===== config.mk =====
export PLATFORM = sky130hd
export DESIGN_NAME = bpp_cell
export DESIGN_NICKNAME = d
export VERILOG_FILES = /design/src/rtl/bpp_pkg.sv /design/src/rtl/bpp_cell.sv
export SDC_FILE = /design/constraint.sdc
export NUM_CORES = 1
export LEC_CHECK = 0
export ABC_AREA = 0
export BUFFER_PORTS_ARGS = -buffer_cell sky130_fd_sc_hd__buf_2
export CAP_MARGIN = 0
export CELL_PAD_IN_SITES_DETAIL_PLACEMENT = 1
export CELL_PAD_IN_SITES_GLOBAL_PLACEMENT = 1
export CORE_AREA = 2 2 444 446
export DETAILED_ROUTE_END_ITERATION = 8
export DIE_AREA = 0 0 446 448
export PLACE_DENSITY = 0.43
export SLEW_MARGIN = 30
export SYNTH_ARGS = -nofsm -noshare
export SYNTH_HDL_FRONTEND = slang
export SYNTH_SLANG_ARGS = --single-unit

===== constraint.sdc =====
create_clock -name i_clk -period 18.2 [get_ports i_clk]
set_clock_uncertainty 0.05 [all_clocks]
set_input_delay 0.91 -clock i_clk [delete_from_list [all_inputs] [get_ports i_clk]]
set_output_delay 0.91 -clock i_clk [all_outputs]
set_load 0.1 [all_outputs]

===== src/rtl/bpp_pkg.sv =====
// ----------------------------------------------------------------------------
// Bucketed priority pool package
// Sizes, request and status codes, and the records passed between the cells.
// ----------------------------------------------------------------------------
`default_nettype none

package bpp_pkg;

    localparam int CAPACITY = 64;
    localparam int BUCKETS  = 64;
    localparam int KEY_BITS = 64;

    localparam int IDX_W  = (CAPACITY > 1) ? $clog2(CAPACITY) : 1;
    localparam int CNT_W  = $clog2(CAPACITY + 1);
    localparam int BKT_W  = 6;
    localparam int PRI_W  = 64;
    localparam int AGE_W  = 32;
    localparam int FILL_W = 7;
    localparam int CFG_W  = 7;
    localparam int KEY_W  = 64;
    localparam int CMP_W  = ((CNT_W > CFG_W) ? CNT_W : CFG_W) + 1;

    localparam logic [2:0] REQ_PUSH     = 3'd0;
    localparam logic [2:0] REQ_POP      = 3'd1;
    localparam logic [2:0] REQ_TOP      = 3'd2;
    localparam logic [2:0] REQ_ERASE    = 3'd3;
    localparam logic [2:0] REQ_CONTAINS = 3'd4;
    localparam logic [2:0] REQ_CLEAR    = 3'd5;

    localparam logic [2:0] ST_OK      = 3'd0;
    localparam logic [2:0] ST_DUP     = 3'd1;
    localparam logic [2:0] ST_EVICTED = 3'd2;
    localparam logic [2:0] ST_MISSING = 3'd3;
    localparam logic [2:0] ST_FULL    = 3'd4;

    localparam logic CFG_POOL_LIMIT = 1'b0;
    localparam logic CFG_RESERVED   = 1'b1;

    // Request as seen by every cell during a sweep.
    typedef struct packed {
        logic [KEY_BITS-1:0] key;
        logic [BKT_W-1:0]    bkt;
        logic [AGE_W-1:0]    ctr;
    } t_req;

    // Update broadcast to the cells when a request completes.
    typedef struct packed {
        logic                wr;
        logic [IDX_W-1:0]    wr_idx;
        logic [KEY_BITS-1:0] key;
        logic [BKT_W-1:0]    bkt;
        logic [PRI_W-1:0]    pri;
        logic [AGE_W-1:0]    age;
        logic                clr;
        logic [IDX_W-1:0]    clr_idx;
        logic                clr_all;
    } t_cmd;

    // Partial search result handed from one cell to the next.
    typedef struct packed {
        logic                found;
        logic [IDX_W-1:0]    f_idx;
        logic [BKT_W-1:0]    f_bkt;
        logic [PRI_W-1:0]    f_pri;
        logic                free;
        logic [IDX_W-1:0]    fr_idx;
        logic [CNT_W-1:0]    tot;
        logic [CNT_W-1:0]    bcnt;
        logic                bv;
        logic [IDX_W-1:0]    b_idx;
        logic [KEY_BITS-1:0] b_key;
        logic [PRI_W-1:0]    b_pri;
        logic [AGE_W-1:0]    b_dist;
        logic                wv;
        logic [IDX_W-1:0]    w_idx;
        logic [KEY_BITS-1:0] w_key;
        logic [PRI_W-1:0]    w_pri;
        logic [AGE_W-1:0]    w_dist;
    } t_wave;

    function automatic logic [BKT_W-1:0] bucket_of(input logic [BKT_W-1:0] raw);
        return BKT_W'(raw % BUCKETS);
    endfunction

endpackage

`default_nettype wire


===== src/rtl/bpp_cell.sv =====
// ----------------------------------------------------------------------------
// Bucketed priority pool cell
// Holds one slot and folds it into the search record passed down the chain.
// ----------------------------------------------------------------------------
`default_nettype none

module bpp_cell (
    input  wire logic                     i_clk,
    input  wire logic                     i_rst_n,
    input  wire logic [bpp_pkg::IDX_W-1:0] i_idx,
    input  wire bpp_pkg::t_req            i_req,
    input  wire bpp_pkg::t_cmd            i_cmd,
    input  wire bpp_pkg::t_wave           i_wave,
    output bpp_pkg::t_wave                o_wave
);
    import bpp_pkg::*;

    logic                r_valid;
    logic [KEY_BITS-1:0] r_key;
    logic [BKT_W-1:0]    r_bkt;
    logic [PRI_W-1:0]    r_pri;
    logic [AGE_W-1:0]    r_age;
    t_wave               r_wave;
    t_wave               n_wave;
    logic                hit;
    logic                inb;
    logic [AGE_W-1:0]    age_dist;

    always_comb begin
        hit      = r_valid && (r_key == i_req.key);
        inb      = r_valid && (r_bkt == i_req.bkt);
        age_dist = i_req.ctr - r_age;
        n_wave   = i_wave;
        if (hit && !i_wave.found) begin
            n_wave.found = 1'b1;
            n_wave.f_idx = i_idx;
            n_wave.f_bkt = r_bkt;
            n_wave.f_pri = r_pri;
        end
        if (!r_valid && !i_wave.free) begin
            n_wave.free   = 1'b1;
            n_wave.fr_idx = i_idx;
        end
        if (r_valid) begin
            n_wave.tot = i_wave.tot + CNT_W'(1);
        end
        if (inb) begin
            n_wave.bcnt = i_wave.bcnt + CNT_W'(1);
        end
        // Best: lowest priority, the oldest among equals.
        if (inb && (!i_wave.bv || (r_pri < i_wave.b_pri) ||
                    ((r_pri == i_wave.b_pri) && (age_dist > i_wave.b_dist)))) begin
            n_wave.bv     = 1'b1;
            n_wave.b_idx  = i_idx;
            n_wave.b_key  = r_key;
            n_wave.b_pri  = r_pri;
            n_wave.b_dist = age_dist;
        end
        // Worst: highest priority, the newest among equals.
        if (inb && (!i_wave.wv || (r_pri > i_wave.w_pri) ||
                    ((r_pri == i_wave.w_pri) && (age_dist < i_wave.w_dist)))) begin
            n_wave.wv     = 1'b1;
            n_wave.w_idx  = i_idx;
            n_wave.w_key  = r_key;
            n_wave.w_pri  = r_pri;
            n_wave.w_dist = age_dist;
        end
    end

    always_ff @(posedge i_clk) begin
        if (!i_rst_n) begin
            r_valid <= 1'b0;
        end else if (i_cmd.clr_all) begin
            r_valid <= 1'b0;
        end else if (i_cmd.wr && (i_cmd.wr_idx == i_idx)) begin
            r_valid <= 1'b1;
        end else if (i_cmd.clr && (i_cmd.clr_idx == i_idx)) begin
            r_valid <= 1'b0;
        end
    end

    always_ff @(posedge i_clk) begin
        r_wave <= n_wave;
        if (i_cmd.wr && (i_cmd.wr_idx == i_idx)) begin
            r_key <= i_cmd.key;
            r_bkt <= i_cmd.bkt;
            r_pri <= i_cmd.pri;
            r_age <= i_cmd.age;
        end
    end

    assign o_wave = r_wave;

endmodule

`default_nettype wire


==> results.sh <==
export IMPL_status="completed"
export IMPL_synth_nets=3130
export IMPL_slew_violations=0
export IMPL_report_final_setup_viol=0
export IMPL_htree_levels=3
export IMPL_buffer_ports_inserted=1154
export IMPL_power_density_mw_per_mm2=104
export IMPL_fin_crit_sh_pct=37.9
export IMPL_count_of_cells_resized_by_post_cts_repair=0
export IMPL_cts_buffers=82
export IMPL_worst_r2r_path_depth=20
export IMPL_utilization_pct=19.6
export IMPL_syn_instance_count=2182
export IMPL_worst_min_delay_path_class="input port to register"
export IMPL_die_width_um=446
export IMPL_synth_cell_area_mm2=0.0264
export IMPL_die_area_mm2=0.200
export IMPL_netlist_top_cells_area="sky130_fd_sc_hd__dfxtp_1 33%, sky130_fd_sc_hd__edfxtp_1 19%, sky130_fd_sc_hd__ha_1 11%"
export IMPL_num_nets_final=4338
export IMPL_post_route_cell_area_mm2=0.0382
export IMPL_crit_reg2reg_capture="o_wave[178]"
export IMPL_synth_seq_area_share_pct=51.7
export IMPL_final_instance_count_excl_fill=6018
export IMPL_dpl_cell_count=5847
export IMPL_timing_hold_worst_start="i_cmd[73]"
export IMPL_netlist_top_cell_by_area="sky130_fd_sc_hd__dfxtp_1"
export IMPL_vdd_drop_max_mv=0.0641
export IMPL_clockBufferDepth=3
export IMPL_detailedPlacementHpwl_um=146000
export IMPL_timing_critical_path_slowest_stage_cell="sky130_fd_sc_hd__buf_4"
export IMPL_synthArstFlopShare_pct=0
export IMPL_num_vias=22180
export IMPL_path_cells="buf_2, inv_1, ha_1, inv_1, fa_1, a21oi_1, o211ai_1, nand4b_1, a21boi_0, a21oi_1, o21ai_0, xor2_1, ha_1, nand4_1, nor2_1, nand3_1, o311ai_0, a22oi_1, a32oi_4, buf_4, buf_4, mux2_2"
export IMPL_power_leakage_nw=17.6
export IMPL_floorplan_initialDensity_pct=13.6
export IMPL_critical_path_max_fanout=49
export IMPL_setup_tns_ns=0
export IMPL_hold_path_depth=1
export IMPL_worst_endpoint_arrival_ns=7.40
export IMPL_place_area_mm2=0.0353
export IMPL_synth_cell_types=68
export IMPL_final_critical_path_time_including_i_o_delays_and_setup_ns=6.90
export IMPL_synth_yosys_warnings=0
export IMPL_drc=0
export IMPL_grt_max_degree=58
export IMPL_final_hold_violation_count=0
export IMPL_synth_top_cell_area_share_pct=32.8
export IMPL_detail_route_wl_per_cell_um=28.3
export IMPL_grt_pass1_wl_um=218000
export IMPL_routed_via_density=3.69
export IMPL_p_total_mw=3.96
export IMPL_reg2reg_from="r_age[0]"
export IMPL_cts_repair_timing_setup_buffer_count=0
export IMPL_rows=162
export IMPL_grt_remaining_overflow=0
export IMPL_place_congestion=0.913
export IMPL_io_pin_count=1155
export IMPL_postRouteWirelength_um=170000
export IMPL_timing_max_slew_rel_slack_pct=33.9
export IMPL_first_global_vias=23533
export IMPL_die_height_um=448
export IMPL_critPathMaxStageDelay_ns=0.76
export IMPL_path_buf_inv=5
export IMPL_cts_reportedPaths_clkPinSlew_ns=0.07
export IMPL_start_kind="input port"
export IMPL_cts_hold_fix_buffers=0
export IMPL_timing_worst_setup_path_type="input port to register"
export IMPL_end_kind="register"
export IMPL_tritoncts_num_sinks=599
export IMPL_cts_root_buffer="sky130_fd_sc_hd__clkbuf_16"
export IMPL_syn_to_final_growth_pct=44.5
export IMPL_worst_slew_pin_slew_ns=0.991
export IMPL_setup_repair_after_global_routing_missed_its_margin="no"
export IMPL_first_pass_iteration_count_of_the_detailed_router=5
export IMPL_insertion_delay_ns=0.72
export IMPL_critPathTopFamily="compound AO/OA/AOI/OAI gates"
export IMPL_synth_top_flop_cell="sky130_fd_sc_hd__dfxtp_1"
export IMPL_synth_edf_count=166
export IMPL_antenna_found_initial=93
export IMPL_rrSetupSlack_ns=11.34
export IMPL_core_mm2=0.195
export IMPL_critical_path_required_ns=18.70
export IMPL_drt_iter0_markers=913
export IMPL_endpoint_of_the_worst_hold_path="r_pri[33]"
export IMPL_drv_max_cap_violation_count=0
export IMPL_fraction_of_layout_instances_using_a_drive_strength_above_1_pct=44.4
export IMPL_synthesis_area_per_instance_um2=12.1
export IMPL_track_usage_pct=16.4
export IMPL_fmax_ghz=0.145
export IMPL_tritoncts="yes"
export IMPL_synth_ff_latch_count=599
export IMPL_postRouteAntennaNets=0
==> state kept, by name, summed over array words and instances (netlist names) <==
register,flops
r_pri,64
o_wave,432
r_age,32
r_bkt,6
r_valid,1
r_key,64
==> logic make-up after synthesis <==
family,count (synthesis),synth area share (%)
adder cells (fa/ha/maj),225,10.7
buffers and inverters,318,4.97
AND/OR/NAND/NOR,256,5.09
AO/OA/AOI/OAI,274,6.79
multiplexers,416,17.7
flip-flops,599,51.7
XOR/XNOR,94,3.11
==> layout by cell type, fill, tap and decap left out, types with 18 or more instances in the layout <==
cell type	netlist	layout
sky130_fd_sc_hd__mux2_1	194	194
sky130_fd_sc_hd__a21o_1	54	54
sky130_fd_sc_hd__buf_2	7	1154
sky130_fd_sc_hd__buf_4	30	22
sky130_fd_sc_hd__nor2_1	46	46
sky130_fd_sc_hd__o21ai_0	39	38
sky130_fd_sc_hd__ha_1	224	224
sky130_fd_sc_hd__dfxtp_1	433	433
sky130_fd_sc_hd__a21oi_1	88	88
sky130_fd_sc_hd__xnor2_1	51	51
sky130_fd_sc_hd__clkbuf_16	0	85
sky130_fd_sc_hd__inv_1	265	265
sky130_fd_sc_hd__nand2_1	58	58
sky130_fd_sc_hd__mux2_2	217	217
sky130_fd_sc_hd__edfxtp_1	166	166
sky130_fd_sc_hd__nor3_1	19	18
sky130_fd_sc_hd__nand4_1	57	57
sky130_fd_sc_hd__xor2_1	43	43
==> power breakdown <==
part,internal [mW],leakage [nW],switching (mW)
Clock,0.995,1.37,0.726
Combinational,0.185,11.0,0.602
Sequential,1.43,5.15,0.0283
Total,2.61,17.6,1.36
==> worst register-to-register path: stages (launching register included) <==
cell and delay, ns:
sky130_fd_sc_hd__edfxtp_1 0.37, sky130_fd_sc_hd__ha_1 0.20, sky130_fd_sc_hd__inv_1 0.07, sky130_fd_sc_hd__fa_1 0.20, sky130_fd_sc_hd__a21oi_1 0.12, sky130_fd_sc_hd__o211ai_1 0.32, sky130_fd_sc_hd__nand4b_1 0.43, sky130_fd_sc_hd__a21boi_0 0.54
sky130_fd_sc_hd__a21oi_1 0.21, sky130_fd_sc_hd__o21ai_0 0.28, sky130_fd_sc_hd__xor2_1 0.38, sky130_fd_sc_hd__ha_1 0.20, sky130_fd_sc_hd__nand4_1 0.12, sky130_fd_sc_hd__nor2_1 0.29, sky130_fd_sc_hd__nand3_1 0.18, sky130_fd_sc_hd__o311ai_0 0.35
sky130_fd_sc_hd__a22oi_1 0.24, sky130_fd_sc_hd__a32oi_4 0.23, sky130_fd_sc_hd__buf_4 0.60, sky130_fd_sc_hd__buf_4 0.84, sky130_fd_sc_hd__mux2_2 0.54
==> layout make-up <==
cell class                      instances  area [µm²]
Sequential cell                       599       13700
Multi-Input combinational cell       1265       11500
Tap cell                             2542        3180
Antenna cell                           16        40.0
Timing Repair Buffer                 1177        5960
Clock buffer                          111        2310
Clock inverter                         43         538
Fill cell                           22512      156000
Inverter                              265         995
==> metrics by stage <==
stage	worst slack (ns)	hold WS, ns
after floorplan	0.131	0.419
after global placement	10.47	0.463
after detailed placement	10.42	0.462
after CTS	11.08	0.212
after global routing	10.78	0.248
final	11.30	0.316
==> Yosys cell counts (3+ instances only) <==
| cell type | count |
|---|---|
| sky130_fd_sc_hd__a21oi_1 | 88 |
| sky130_fd_sc_hd__a22oi_1 | 3 |
| sky130_fd_sc_hd__nand2b_1 | 6 |
| sky130_fd_sc_hd__mux2_2 | 217 |
| sky130_fd_sc_hd__nor4_1 | 15 |
| sky130_fd_sc_hd__o21ai_0 | 39 |
| sky130_fd_sc_hd__a2111oi_0 | 3 |
| sky130_fd_sc_hd__a211oi_1 | 9 |
| sky130_fd_sc_hd__buf_4 | 30 |
| sky130_fd_sc_hd__o21ai_1 | 3 |
| sky130_fd_sc_hd__nand4_1 | 57 |
| sky130_fd_sc_hd__o21a_1 | 8 |
| sky130_fd_sc_hd__a221oi_1 | 10 |
| sky130_fd_sc_hd__dfxtp_1 | 433 |
| sky130_fd_sc_hd__a21o_1 | 54 |
| sky130_fd_sc_hd__nand2_1 | 58 |
| sky130_fd_sc_hd__o22ai_1 | 10 |
| sky130_fd_sc_hd__buf_1 | 5 |
| sky130_fd_sc_hd__nor2_1 | 46 |
| sky130_fd_sc_hd__nand3_1 | 18 |
| sky130_fd_sc_hd__o2bb2ai_1 | 7 |
| sky130_fd_sc_hd__and3_1 | 4 |
| sky130_fd_sc_hd__xnor2_1 | 51 |
| sky130_fd_sc_hd__o211ai_1 | 9 |
| sky130_fd_sc_hd__inv_1 | 265 |
| sky130_fd_sc_hd__mux2i_1 | 5 |
| sky130_fd_sc_hd__mux2_1 | 194 |
| sky130_fd_sc_hd__o21bai_1 | 3 |
| sky130_fd_sc_hd__and4_1 | 5 |
| sky130_fd_sc_hd__clkbuf_1 | 11 |
| sky130_fd_sc_hd__edfxtp_1 | 166 |
| sky130_fd_sc_hd__ha_1 | 224 |
| sky130_fd_sc_hd__nor2b_1 | 14 |
| sky130_fd_sc_hd__xor2_1 | 43 |
| sky130_fd_sc_hd__nor3_1 | 19 |
| sky130_fd_sc_hd__buf_2 | 7 |
==> per-layer routing <==
layer / vias up / track usage, % / wire length [µm]
met4: 14 / 4.13 / 4360
li1: 10203 / - / -
met3: 268 / 5.74 / 13900
met5: - / 0 / 79
met1: 10851 / 18.7 / 67100
met2: 844 / 28.9 / 85000
==> worst max path at each step <==
stage / from / slack (ns) / cells after the start / end
after global placement: i_req[10] / 10.47 / 19 / o_wave[175]
final: i_req[0] / 11.30 / 22 / o_wave[178]
after global routing: r_age[0] / 10.78 / 20 / o_wave[176]
after floorplan: i_idx[3] / 0.13 / 2 / r_age[0]
after CTS: r_age[10] / 11.08 / 19 / o_wave[178]
after detailed placement: i_req[10] / 10.42 / 19 / o_wave[186]
Note: power is estimated with default switching activity, not from simulation.
