File: config.mk
export PLATFORM = sky130hd
export DESIGN_NAME = bpp_ctrl_flat
export DESIGN_NICKNAME = d
export VERILOG_FILES = /design/src/rtl/bpp_pkg.sv /design/src/rtl/bpp_if.sv /design/src/rtl/bpp_ctrl.sv /design/src/flat_wrapper.sv
export SDC_FILE = /design/constraint.sdc
export NUM_CORES = 1
export LEC_CHECK = 0
export BUFFER_PORTS_ARGS = -buffer_cell sky130_fd_sc_hd__buf_2
export CAP_MARGIN = 20
export CORE_AREA = 3 3 417 419
export CTS_CLUSTER_DIAMETER = 100
export DETAILED_ROUTE_END_ITERATION = 8
export DIE_AREA = 0 0 420 422
export REMOVE_ABC_BUFFERS = 1
export SYNTH_ARGS = -nofsm -noshare
export SYNTH_HDL_FRONTEND = slang
export SYNTH_SLANG_ARGS = --single-unit
File: constraint.sdc
create_clock -name i_clk -period 38.4 [get_ports i_clk]
set_input_delay 9.6 -clock i_clk [delete_from_list [all_inputs] [get_ports i_clk]]
set_output_delay 9.6 -clock i_clk [all_outputs]
set_load 0.01 [all_outputs]
File: src/rtl/bpp_pkg.sv
// ----------------------------------------------------------------------------
// Bucketed priority pool package
// Sizes, request and status codes, and the records passed between the cells.
// ----------------------------------------------------------------------------
`default_nettype none

package bpp_pkg;

    localparam int CAPACITY = 64;
    localparam int BUCKETS  = 64;
    localparam int KEY_BITS = 64;

    localparam int IDX_W  = (CAPACITY > 1) ? $clog2(CAPACITY) : 1;
    localparam int CNT_W  = $clog2(CAPACITY + 1);
    localparam int BKT_W  = 6;
    localparam int PRI_W  = 64;
    localparam int AGE_W  = 32;
    localparam int FILL_W = 7;
    localparam int CFG_W  = 7;
    localparam int KEY_W  = 64;
    localparam int CMP_W  = ((CNT_W > CFG_W) ? CNT_W : CFG_W) + 1;

    localparam logic [2:0] REQ_PUSH     = 3'd0;
    localparam logic [2:0] REQ_POP      = 3'd1;
    localparam logic [2:0] REQ_TOP      = 3'd2;
    localparam logic [2:0] REQ_ERASE    = 3'd3;
    localparam logic [2:0] REQ_CONTAINS = 3'd4;
    localparam logic [2:0] REQ_CLEAR    = 3'd5;

    localparam logic [2:0] ST_OK      = 3'd0;
    localparam logic [2:0] ST_DUP     = 3'd1;
    localparam logic [2:0] ST_EVICTED = 3'd2;
    localparam logic [2:0] ST_MISSING = 3'd3;
    localparam logic [2:0] ST_FULL    = 3'd4;

    localparam logic CFG_POOL_LIMIT = 1'b0;
    localparam logic CFG_RESERVED   = 1'b1;

    // Request as seen by every cell during a sweep.
    typedef struct packed {
        logic [KEY_BITS-1:0] key;
        logic [BKT_W-1:0]    bkt;
        logic [AGE_W-1:0]    ctr;
    } t_req;

    // Update broadcast to the cells when a request completes.
    typedef struct packed {
        logic                wr;
        logic [IDX_W-1:0]    wr_idx;
        logic [KEY_BITS-1:0] key;
        logic [BKT_W-1:0]    bkt;
        logic [PRI_W-1:0]    pri;
        logic [AGE_W-1:0]    age;
        logic                clr;
        logic [IDX_W-1:0]    clr_idx;
        logic                clr_all;
    } t_cmd;

    // Partial search result handed from one cell to the next.
    typedef struct packed {
        logic                found;
        logic [IDX_W-1:0]    f_idx;
        logic [BKT_W-1:0]    f_bkt;
        logic [PRI_W-1:0]    f_pri;
        logic                free;
        logic [IDX_W-1:0]    fr_idx;
        logic [CNT_W-1:0]    tot;
        logic [CNT_W-1:0]    bcnt;
        logic                bv;
        logic [IDX_W-1:0]    b_idx;
        logic [KEY_BITS-1:0] b_key;
        logic [PRI_W-1:0]    b_pri;
        logic [AGE_W-1:0]    b_dist;
        logic                wv;
        logic [IDX_W-1:0]    w_idx;
        logic [KEY_BITS-1:0] w_key;
        logic [PRI_W-1:0]    w_pri;
        logic [AGE_W-1:0]    w_dist;
    } t_wave;

    function automatic logic [BKT_W-1:0] bucket_of(input logic [BKT_W-1:0] raw);
        return BKT_W'(raw % BUCKETS);
    endfunction

endpackage

`default_nettype wire

File: src/rtl/bpp_if.sv
// ----------------------------------------------------------------------------
// Bucketed priority pool channels
// Valid/ready channels for request items and result items.
// ----------------------------------------------------------------------------
`default_nettype none

interface bpp_in_if;
    logic        valid;
    logic        ready;
    logic [2:0]  req_type;
    logic [63:0] entry_key;
    logic [5:0]  bucket_id;
    logic [63:0] entry_priority;

    modport source (output valid, req_type, entry_key, bucket_id, entry_priority,
                    input ready);
    modport sink (input valid, req_type, entry_key, bucket_id, entry_priority,
                  output ready);
endinterface

interface bpp_out_if;
    logic        valid;
    logic        ready;
    logic [2:0]  status;
    logic [63:0] out_key;
    logic [5:0]  out_bucket;
    logic [63:0] out_priority;
    logic        evicted_valid;
    logic [63:0] evicted_key;
    logic [6:0]  bucket_fill;
    logic [6:0]  total_fill;

    modport source (output valid, status, out_key, out_bucket, out_priority,
                    evicted_valid, evicted_key, bucket_fill, total_fill,
                    input ready);
    modport sink (input valid, status, out_key, out_bucket, out_priority,
                  evicted_valid, evicted_key, bucket_fill, total_fill,
                  output ready);
endinterface

`default_nettype wire

File: src/rtl/bpp_ctrl.sv
// ----------------------------------------------------------------------------
// Bucketed priority pool controller
// Takes requests, waits for the search to cross the chain, then updates the
// slots and registers the result item.
// ----------------------------------------------------------------------------
`default_nettype none

module bpp_ctrl (
    input  wire logic                  i_clk,
    input  wire logic                  i_rst_n,
    input  wire logic                  i_cfg_we,
    input  wire logic                  i_cfg_idx,
    input  wire logic [6:0]            i_cfg_data,
    bpp_in_if.sink                     in_ch,
    bpp_out_if.source                  out_ch,
    input  wire bpp_pkg::t_wave        i_wave,
    output bpp_pkg::t_req              o_req,
    output bpp_pkg::t_cmd              o_cmd
);
    import bpp_pkg::*;

    typedef enum logic {S_IDLE, S_SWEEP} t_state;

    t_state              r_state;
    logic [CNT_W-1:0]    r_cnt;
    logic [CFG_W-1:0]    r_limit;
    logic [CFG_W-1:0]    r_reserved;
    logic [AGE_W-1:0]    r_ctr;
    logic [2:0]          r_type;
    logic [KEY_BITS-1:0] r_key;
    logic [BKT_W-1:0]    r_bkt;
    logic [PRI_W-1:0]    r_pri;

    logic                r_out_valid;
    logic [2:0]          r_status;
    logic [KEY_W-1:0]    r_out_key;
    logic [BKT_W-1:0]    r_out_bkt;
    logic [PRI_W-1:0]    r_out_pri;
    logic                r_ev_valid;
    logic [KEY_W-1:0]    r_ev_key;
    logic [FILL_W-1:0]   r_bfill;
    logic [FILL_W-1:0]   r_tfill;

    logic                finish;
    logic                bump;
    logic [2:0]          n_status;
    logic [KEY_W-1:0]    n_out_key;
    logic [BKT_W-1:0]    n_out_bkt;
    logic [PRI_W-1:0]    n_out_pri;
    logic                n_ev_valid;
    logic [KEY_W-1:0]    n_ev_key;
    logic [CNT_W-1:0]    n_bcnt;
    logic [CNT_W-1:0]    n_tot;
    logic [CMP_W-1:0]    tot1;
    logic [CMP_W-1:0]    bc1;
    logic                evict;
    logic                new_worst;

    assign finish = (r_state == S_SWEEP) && (r_cnt == CNT_W'(CAPACITY)) &&
                    (!r_out_valid || out_ch.ready);

    always_comb begin
        tot1       = CMP_W'(i_wave.tot) + CMP_W'(1);
        bc1        = CMP_W'(i_wave.bcnt) + CMP_W'(1);
        evict      = (tot1 > CMP_W'(r_limit)) && (bc1 > CMP_W'(r_reserved));
        // The new entry sits one step back from the counter. It loses a priority
        // tie to anything older; at an equal age the lower slot counts as worse.
        new_worst  = !i_wave.wv || (r_pri > i_wave.w_pri) ||
                     ((r_pri == i_wave.w_pri) &&
                      ((i_wave.w_dist > AGE_W'(1)) ||
                       ((i_wave.w_dist == AGE_W'(1)) && (i_wave.fr_idx < i_wave.w_idx))));
        n_status   = ST_OK;
        n_out_key  = '0;
        n_out_bkt  = '0;
        n_out_pri  = '0;
        n_ev_valid = 1'b0;
        n_ev_key   = '0;
        n_bcnt     = i_wave.bcnt;
        n_tot      = i_wave.tot;
        bump       = 1'b0;
        o_cmd      = '0;
        o_cmd.key  = r_key;
        o_cmd.bkt  = r_bkt;
        o_cmd.pri  = r_pri;
        o_cmd.age  = r_ctr;
        o_cmd.wr_idx = i_wave.fr_idx;
        case (r_type)
            REQ_PUSH: begin
                if (i_wave.found) begin
                    n_status = ST_DUP;
                end else if (!i_wave.free) begin
                    n_status = ST_FULL;
                end else begin
                    bump = 1'b1;
                    if (evict && new_worst) begin
                        n_status = ST_EVICTED;
                    end else if (evict) begin
                        o_cmd.wr      = 1'b1;
                        o_cmd.clr     = 1'b1;
                        o_cmd.clr_idx = i_wave.w_idx;
                        n_ev_valid    = 1'b1;
                        n_ev_key      = KEY_W'(i_wave.w_key);
                    end else begin
                        o_cmd.wr = 1'b1;
                        n_bcnt   = i_wave.bcnt + CNT_W'(1);
                        n_tot    = i_wave.tot + CNT_W'(1);
                    end
                end
            end
            REQ_POP, REQ_TOP: begin
                if (!i_wave.bv) begin
                    n_status = ST_MISSING;
                end else begin
                    n_out_key = KEY_W'(i_wave.b_key);
                    n_out_bkt = r_bkt;
                    n_out_pri = i_wave.b_pri;
                    if (r_type == REQ_POP) begin
                        o_cmd.clr     = 1'b1;
                        o_cmd.clr_idx = i_wave.b_idx;
                        n_bcnt        = i_wave.bcnt - CNT_W'(1);
                        n_tot         = i_wave.tot - CNT_W'(1);
                    end
                end
            end
            REQ_ERASE, REQ_CONTAINS: begin
                if (!i_wave.found) begin
                    n_status = ST_MISSING;
                end else begin
                    n_out_key = KEY_W'(r_key);
                    n_out_bkt = i_wave.f_bkt;
                    n_out_pri = i_wave.f_pri;
                    if (r_type == REQ_ERASE) begin
                        o_cmd.clr     = 1'b1;
                        o_cmd.clr_idx = i_wave.f_idx;
                        n_tot         = i_wave.tot - CNT_W'(1);
                        if (i_wave.f_bkt == r_bkt) begin
                            n_bcnt = i_wave.bcnt - CNT_W'(1);
                        end
                    end
                end
            end
            REQ_CLEAR: begin
                o_cmd.clr_all = 1'b1;
                n_bcnt        = '0;
                n_tot         = '0;
            end
            default: begin
            end
        endcase
        if (!finish) begin
            o_cmd.wr      = 1'b0;
            o_cmd.clr     = 1'b0;
            o_cmd.clr_all = 1'b0;
        end
    end

    always_ff @(posedge i_clk) begin
        if (!i_rst_n) begin
            r_state     <= S_IDLE;
            r_cnt       <= '0;
            r_limit     <= CFG_W'(64);
            r_reserved  <= '0;
            r_ctr       <= '0;
            r_out_valid <= 1'b0;
        end else begin
            if (i_cfg_we && (i_cfg_idx == CFG_POOL_LIMIT)) begin
                r_limit <= i_cfg_data;
            end
            if (i_cfg_we && (i_cfg_idx == CFG_RESERVED)) begin
                r_reserved <= i_cfg_data;
            end
            if (finish) begin
                r_out_valid <= 1'b1;
            end else if (out_ch.ready) begin
                r_out_valid <= 1'b0;
            end
            case (r_state)
                S_IDLE: begin
                    if (in_ch.valid) begin
                        r_state <= S_SWEEP;
                        r_cnt   <= '0;
                    end
                end
                S_SWEEP: begin
                    if (r_cnt != CNT_W'(CAPACITY)) begin
                        r_cnt <= r_cnt + CNT_W'(1);
                    end else if (finish) begin
                        r_state <= S_IDLE;
                        if (bump) begin
                            r_ctr <= r_ctr + AGE_W'(1);
                        end
                    end
                end
                default: begin
                    r_state <= S_IDLE;
                end
            endcase
        end
    end

    always_ff @(posedge i_clk) begin
        if ((r_state == S_IDLE) && in_ch.valid) begin
            r_type <= in_ch.req_type;
            r_key  <= KEY_BITS'(in_ch.entry_key);
            r_bkt  <= bucket_of(in_ch.bucket_id);
            r_pri  <= in_ch.entry_priority;
        end
        if (finish) begin
            r_status   <= n_status;
            r_out_key  <= n_out_key;
            r_out_bkt  <= n_out_bkt;
            r_out_pri  <= n_out_pri;
            r_ev_valid <= n_ev_valid;
            r_ev_key   <= n_ev_key;
            r_bfill    <= FILL_W'(n_bcnt);
            r_tfill    <= FILL_W'(n_tot);
        end
    end

    assign in_ch.ready          = (r_state == S_IDLE);
    assign out_ch.valid         = r_out_valid;
    assign out_ch.status        = r_status;
    assign out_ch.out_key       = r_out_key;
    assign out_ch.out_bucket    = r_out_bkt;
    assign out_ch.out_priority  = r_out_pri;
    assign out_ch.evicted_valid = r_ev_valid;
    assign out_ch.evicted_key   = r_ev_key;
    assign out_ch.bucket_fill   = r_bfill;
    assign out_ch.total_fill    = r_tfill;

    // A push ranks ages against the counter as it stands after the push.
    assign o_req.key = r_key;
    assign o_req.bkt = r_bkt;
    assign o_req.ctr = (r_type == REQ_PUSH) ? (r_ctr + AGE_W'(1)) : r_ctr;

endmodule

`default_nettype wire

File: src/flat_wrapper.sv
// flat-port wrapper written by rule: the top's interface ports become plain ports
module bpp_ctrl_flat import bpp_pkg::*;
  (i_clk, i_rst_n, i_cfg_we, i_cfg_idx, i_cfg_data, i_wave, o_req, o_cmd, in_ch_valid, in_ch_req_type, in_ch_entry_key, in_ch_bucket_id, in_ch_entry_priority, in_ch_ready, out_ch_valid, out_ch_status, out_ch_out_key, out_ch_out_bucket, out_ch_out_priority, out_ch_evicted_valid, out_ch_evicted_key, out_ch_bucket_fill, out_ch_total_fill, out_ch_ready);
  bpp_in_if in_ch_i ();
  bpp_out_if out_ch_i ();
  input  wire logic i_clk;
  input  wire logic i_rst_n;
  input  wire logic i_cfg_we;
  input  wire logic i_cfg_idx;
  input  wire logic [6:0] i_cfg_data;
  input  wire bpp_pkg::t_wave i_wave;
  output bpp_pkg::t_req o_req;
  output bpp_pkg::t_cmd o_cmd;
  input wire logic [$bits(in_ch_i.valid)-1:0] in_ch_valid;
  input wire logic [$bits(in_ch_i.req_type)-1:0] in_ch_req_type;
  input wire logic [$bits(in_ch_i.entry_key)-1:0] in_ch_entry_key;
  input wire logic [$bits(in_ch_i.bucket_id)-1:0] in_ch_bucket_id;
  input wire logic [$bits(in_ch_i.entry_priority)-1:0] in_ch_entry_priority;
  output wire logic [$bits(in_ch_i.ready)-1:0] in_ch_ready;
  output wire logic [$bits(out_ch_i.valid)-1:0] out_ch_valid;
  output wire logic [$bits(out_ch_i.status)-1:0] out_ch_status;
  output wire logic [$bits(out_ch_i.out_key)-1:0] out_ch_out_key;
  output wire logic [$bits(out_ch_i.out_bucket)-1:0] out_ch_out_bucket;
  output wire logic [$bits(out_ch_i.out_priority)-1:0] out_ch_out_priority;
  output wire logic [$bits(out_ch_i.evicted_valid)-1:0] out_ch_evicted_valid;
  output wire logic [$bits(out_ch_i.evicted_key)-1:0] out_ch_evicted_key;
  output wire logic [$bits(out_ch_i.bucket_fill)-1:0] out_ch_bucket_fill;
  output wire logic [$bits(out_ch_i.total_fill)-1:0] out_ch_total_fill;
  input wire logic [$bits(out_ch_i.ready)-1:0] out_ch_ready;
  assign in_ch_i.valid = in_ch_valid;
  assign in_ch_i.req_type = in_ch_req_type;
  assign in_ch_i.entry_key = in_ch_entry_key;
  assign in_ch_i.bucket_id = in_ch_bucket_id;
  assign in_ch_i.entry_priority = in_ch_entry_priority;
  assign in_ch_ready = in_ch_i.ready;
  assign out_ch_valid = out_ch_i.valid;
  assign out_ch_status = out_ch_i.status;
  assign out_ch_out_key = out_ch_i.out_key;
  assign out_ch_out_bucket = out_ch_i.out_bucket;
  assign out_ch_out_priority = out_ch_i.out_priority;
  assign out_ch_evicted_valid = out_ch_i.evicted_valid;
  assign out_ch_evicted_key = out_ch_i.evicted_key;
  assign out_ch_bucket_fill = out_ch_i.bucket_fill;
  assign out_ch_total_fill = out_ch_i.total_fill;
  assign out_ch_i.ready = out_ch_ready;
  bpp_ctrl u_core (.i_clk(i_clk), .i_rst_n(i_rst_n), .i_cfg_we(i_cfg_we), .i_cfg_idx(i_cfg_idx), .i_cfg_data(i_cfg_data), .in_ch(in_ch_i), .out_ch(out_ch_i), .i_wave(i_wave), .o_req(o_req), .o_cmd(o_cmd));
endmodule
==> results_dict.tcl <==
set metrics [dict create \
    outcome "completed" \
    synth-seq-cells 408 \
    yosysWarnings 0 \
    grt_max_degree 71 \
    crit_type "primary input to primary output" \
    die_y_um 422 \
    drive_above_1_share 0.4531 \
    path_max_fanout 8 \
    dr.pass1.iters 5 \
    grt.overflow.total 0 \
    start_util 0.1132 \
    start_kind "primary input" \
    async_flop_share 0 \
    r2r_slack_ps 33980 \
    cts_max_path_buffers 3 \
    numCtsBuffers 55 \
    endpoint_kind "primary output" \
    drt_iter0_markers 1298 \
    cts_sinks 408 \
    num_rows 152 \
    syn_area_per_cell_um2 12.38 \
    via_per_inst 3.552 \
    synth_ff_type "edfxtp_1" \
    area_delta_synth_final_pct 47.31 \
    cts_resized 0 \
    post_cts_buffers 0 \
    grt.total_usage 0.1284 \
    setup_viol 0 \
    max_stage_delay_ps 650 \
    core-area_um2 171000 \
    critPathCapture "o_cmd[5]" \
    worst_slew_pin_slew_ps 1041 \
    final_nets 3206 \
    hp-class "register to register" \
    fp.dieW_um 420 \
    mostFrequentLayoutCell "buf_2" \
    p_per_area_nw_per_um2 40.03 \
    drv_slew 0 \
    drt-wirelength-per-cell_um 24.81 \
    cp.arrival_ps 13020 \
    worstPathCellList "buf_2 -> ha_1 -> and3_1 -> nand3_1 -> xnor2_1 -> ha_1 -> nand3_1 -> nand2b_1 -> a21oi_1 -> o32a_1 -> nand2_1 -> or3_1 -> o21ai_0 -> buf_2" \
    cts_tree "done" \
    p_leak_nw 11.91 \
    final.setup.tns_ps 0 \
    crit_family "simple AND/OR/NAND/NOR gates" \
    io_buffers 1050 \
    rsz0062_at_grt "false" \
    mostFrequentLayoutCells "buf_2, edfxtp_1, a22o_1, inv_1, and2_1" \
    ant_nets 0 \
    required_ps 28800 \
    worst-path-stages 14 \
    cts-root-buf "clkbuf_16" \
    drv_cap 0 \
    max_slew_margin 0.3042 \
    antenna_found_initial 49 \
    critical_path_buf_inv_count 2 \
    path_clk_slew_ps 60 \
    synth_cell_types 64 \
    peakVddDrop_mv 0.03467 \
    dieArea_um2 177200 \
    grt_first_pass_wirelength_mm 151.6 \
    wirelength_mm 119.8 \
    reg2reg_from "u_core.r_pri[46]" \
    synth_edf_count 353 \
    r2r_cells 12 \
    first_global_vias 16360 \
    finalHoldViolations 0 \
    period_minus_slack_ps 22620 \
    synthCells 1564 \
    cp-startpoint "i_wave[334]" \
    gp_congestion 0.9526 \
    clk_latency_ps 690 \
    drc 0 \
    worst_path_max_delay_cell "or3_1" \
    fin_crit_sh 0.5890 \
    cts_max_level 2 \
    io-pin-count 1083 \
    max_clock_freq_mhz 44.21 \
    vias 17140 \
    skew_ps 38.80 \
    r2r-end "u_core.out_ch.evicted_key[8]" \
    syn-cell-area_um2 19360 \
    whs_ps 464.3 \
    dp_hpwl_mm 102.1 \
    hold_buffers 0 \
    ys_seq_area_frac 0.6044 \
]
## synthesized netlist by cell type (12+ instances only)
cell	count	area, um2
edfxtp_1	353	10600
a22o_1	135	1182
inv_1	97	364.1
and2_1	92	575.6
ha_1	90	1126
nand2_1	88	330.3
buf_4	76	570.6
a21oi_1	63	315.3
clkbuf_1	59	221.5
dfxtp_1	55	1101
xnor2_1	49	429.2
nor2_1	46	172.7
o21ai_0	44	220.2
nand3_1	43	215.2
nand4_1	34	212.7
xor2_1	25	219.0
nor3_1	22	110.1
and3_1	17	106.4
nor2b_1	17	106.4
nor4_1	13	81.33
a21boi_0	12	90.09
buf_2	12	60.06
or3_1	12	75.07
## layout make-up
| class | count | area [um2] |
|---|---|---|
| tap | 2233 | 2794 |
| antenna | 15 | 37.54 |
| timing repair buffer | 1067 | 5403 |
| fill | 19060 | 142500 |
| sequential | 408 | 11700 |
| clock buffer | 66 | 1459 |
| inverter | 99 | 376.6 |
| clock inverter | 35 | 356.6 |
| multi-input combinational | 903 | 6391 |
## cells by family (layout without fill, tap and decap cells)
logic type / Yosys count / count (layout) / share of synthesized area
compound gates: 320 / 320 / 0.1193
xor+xnor: 74 / 74 / 0.03348
fa+ha+maj: 90 / 90 / 0.05817
buf+inv: 253 / 1267 / 0.06689
flops: 408 / 408 / 0.6044
mux: 3 / 3 / 0.001551
other cells: 0 / 15 / 0
simple gates: 416 / 416 / 0.1162
## where the power goes
group	switching (W)	total, W	internal [W]	leakage, nW
registers	0.0000152	0.000507	0.000492	3.74
logic	0.0000689	0.000118	0.0000488	7.30
clock network	0.000222	0.000517	0.000295	0.879
## through the flow
step,utilization,instance area (um2),setup WS (ps),total power (W),instances
detailed placement,0.1558,26640,15560,0.0006354,4709
CTS,0.1664,28450,15550,0.001168,4810
floorplan,-,18440,10610,0.0005543,1410
finish,0.1668,28520,15780,0.001142,4826
global route,0.1666,28490,15450,0.001194,4815
global placement,0.1558,26640,15590,0.0006340,4709
## sequential cells by signal (all words and copies together) (netlist names)
register,cells
u_core.out_ch.out_bucket,6
u_core.r_ctr,32
u_core.r_bkt,6
u_core.out_ch.valid,1
u_core.out_ch.bucket_fill,7
u_core.out_ch.out_priority,64
u_core.r_type,3
u_core.out_ch.out_key,64
u_core.out_ch.status,3
u_core.r_pri,64
u_core.out_ch.total_fill,7
u_core.r_limit,7
u_core.r_key,64
u_core.r_state,1
u_core.r_reserved,7
u_core.out_ch.evicted_valid,1
u_core.out_ch.evicted_key,64
u_core.r_cnt,7
## worst min-delay path: stages (launching register included)
cell      delay (ps)
dfxtp_1          310
nand2_1           50
a21boi_0          60
## how the worst min path moves through the flow
stage / from / end / slack, ps / cells past startpoint
finish: u_core.r_reserved[6] / u_core.r_reserved[6] / 460 / 2
global route: u_core.r_reserved[4] / u_core.r_reserved[4] / 500 / 2
CTS: u_core.r_reserved[6] / u_core.r_reserved[6] / 470 / 2
detailed placement: u_core.r_reserved[6] / u_core.r_reserved[6] / 460 / 2
global placement: u_core.r_reserved[5] / u_core.r_reserved[5] / 460 / 2
floorplan: u_core.r_reserved[1] / u_core.r_reserved[1] / 440 / 2
## routing by layer
layer | track usage | share of wire
met1 | 0.1457 | 0.37
met2 | 0.2172 | 0.48
met3 | 0.06214 | 0.13
met4 | 0.02673 | 0.022
met5 | 0 | 0.00072
No activity file was read; power rests on OpenSTA's default activity.
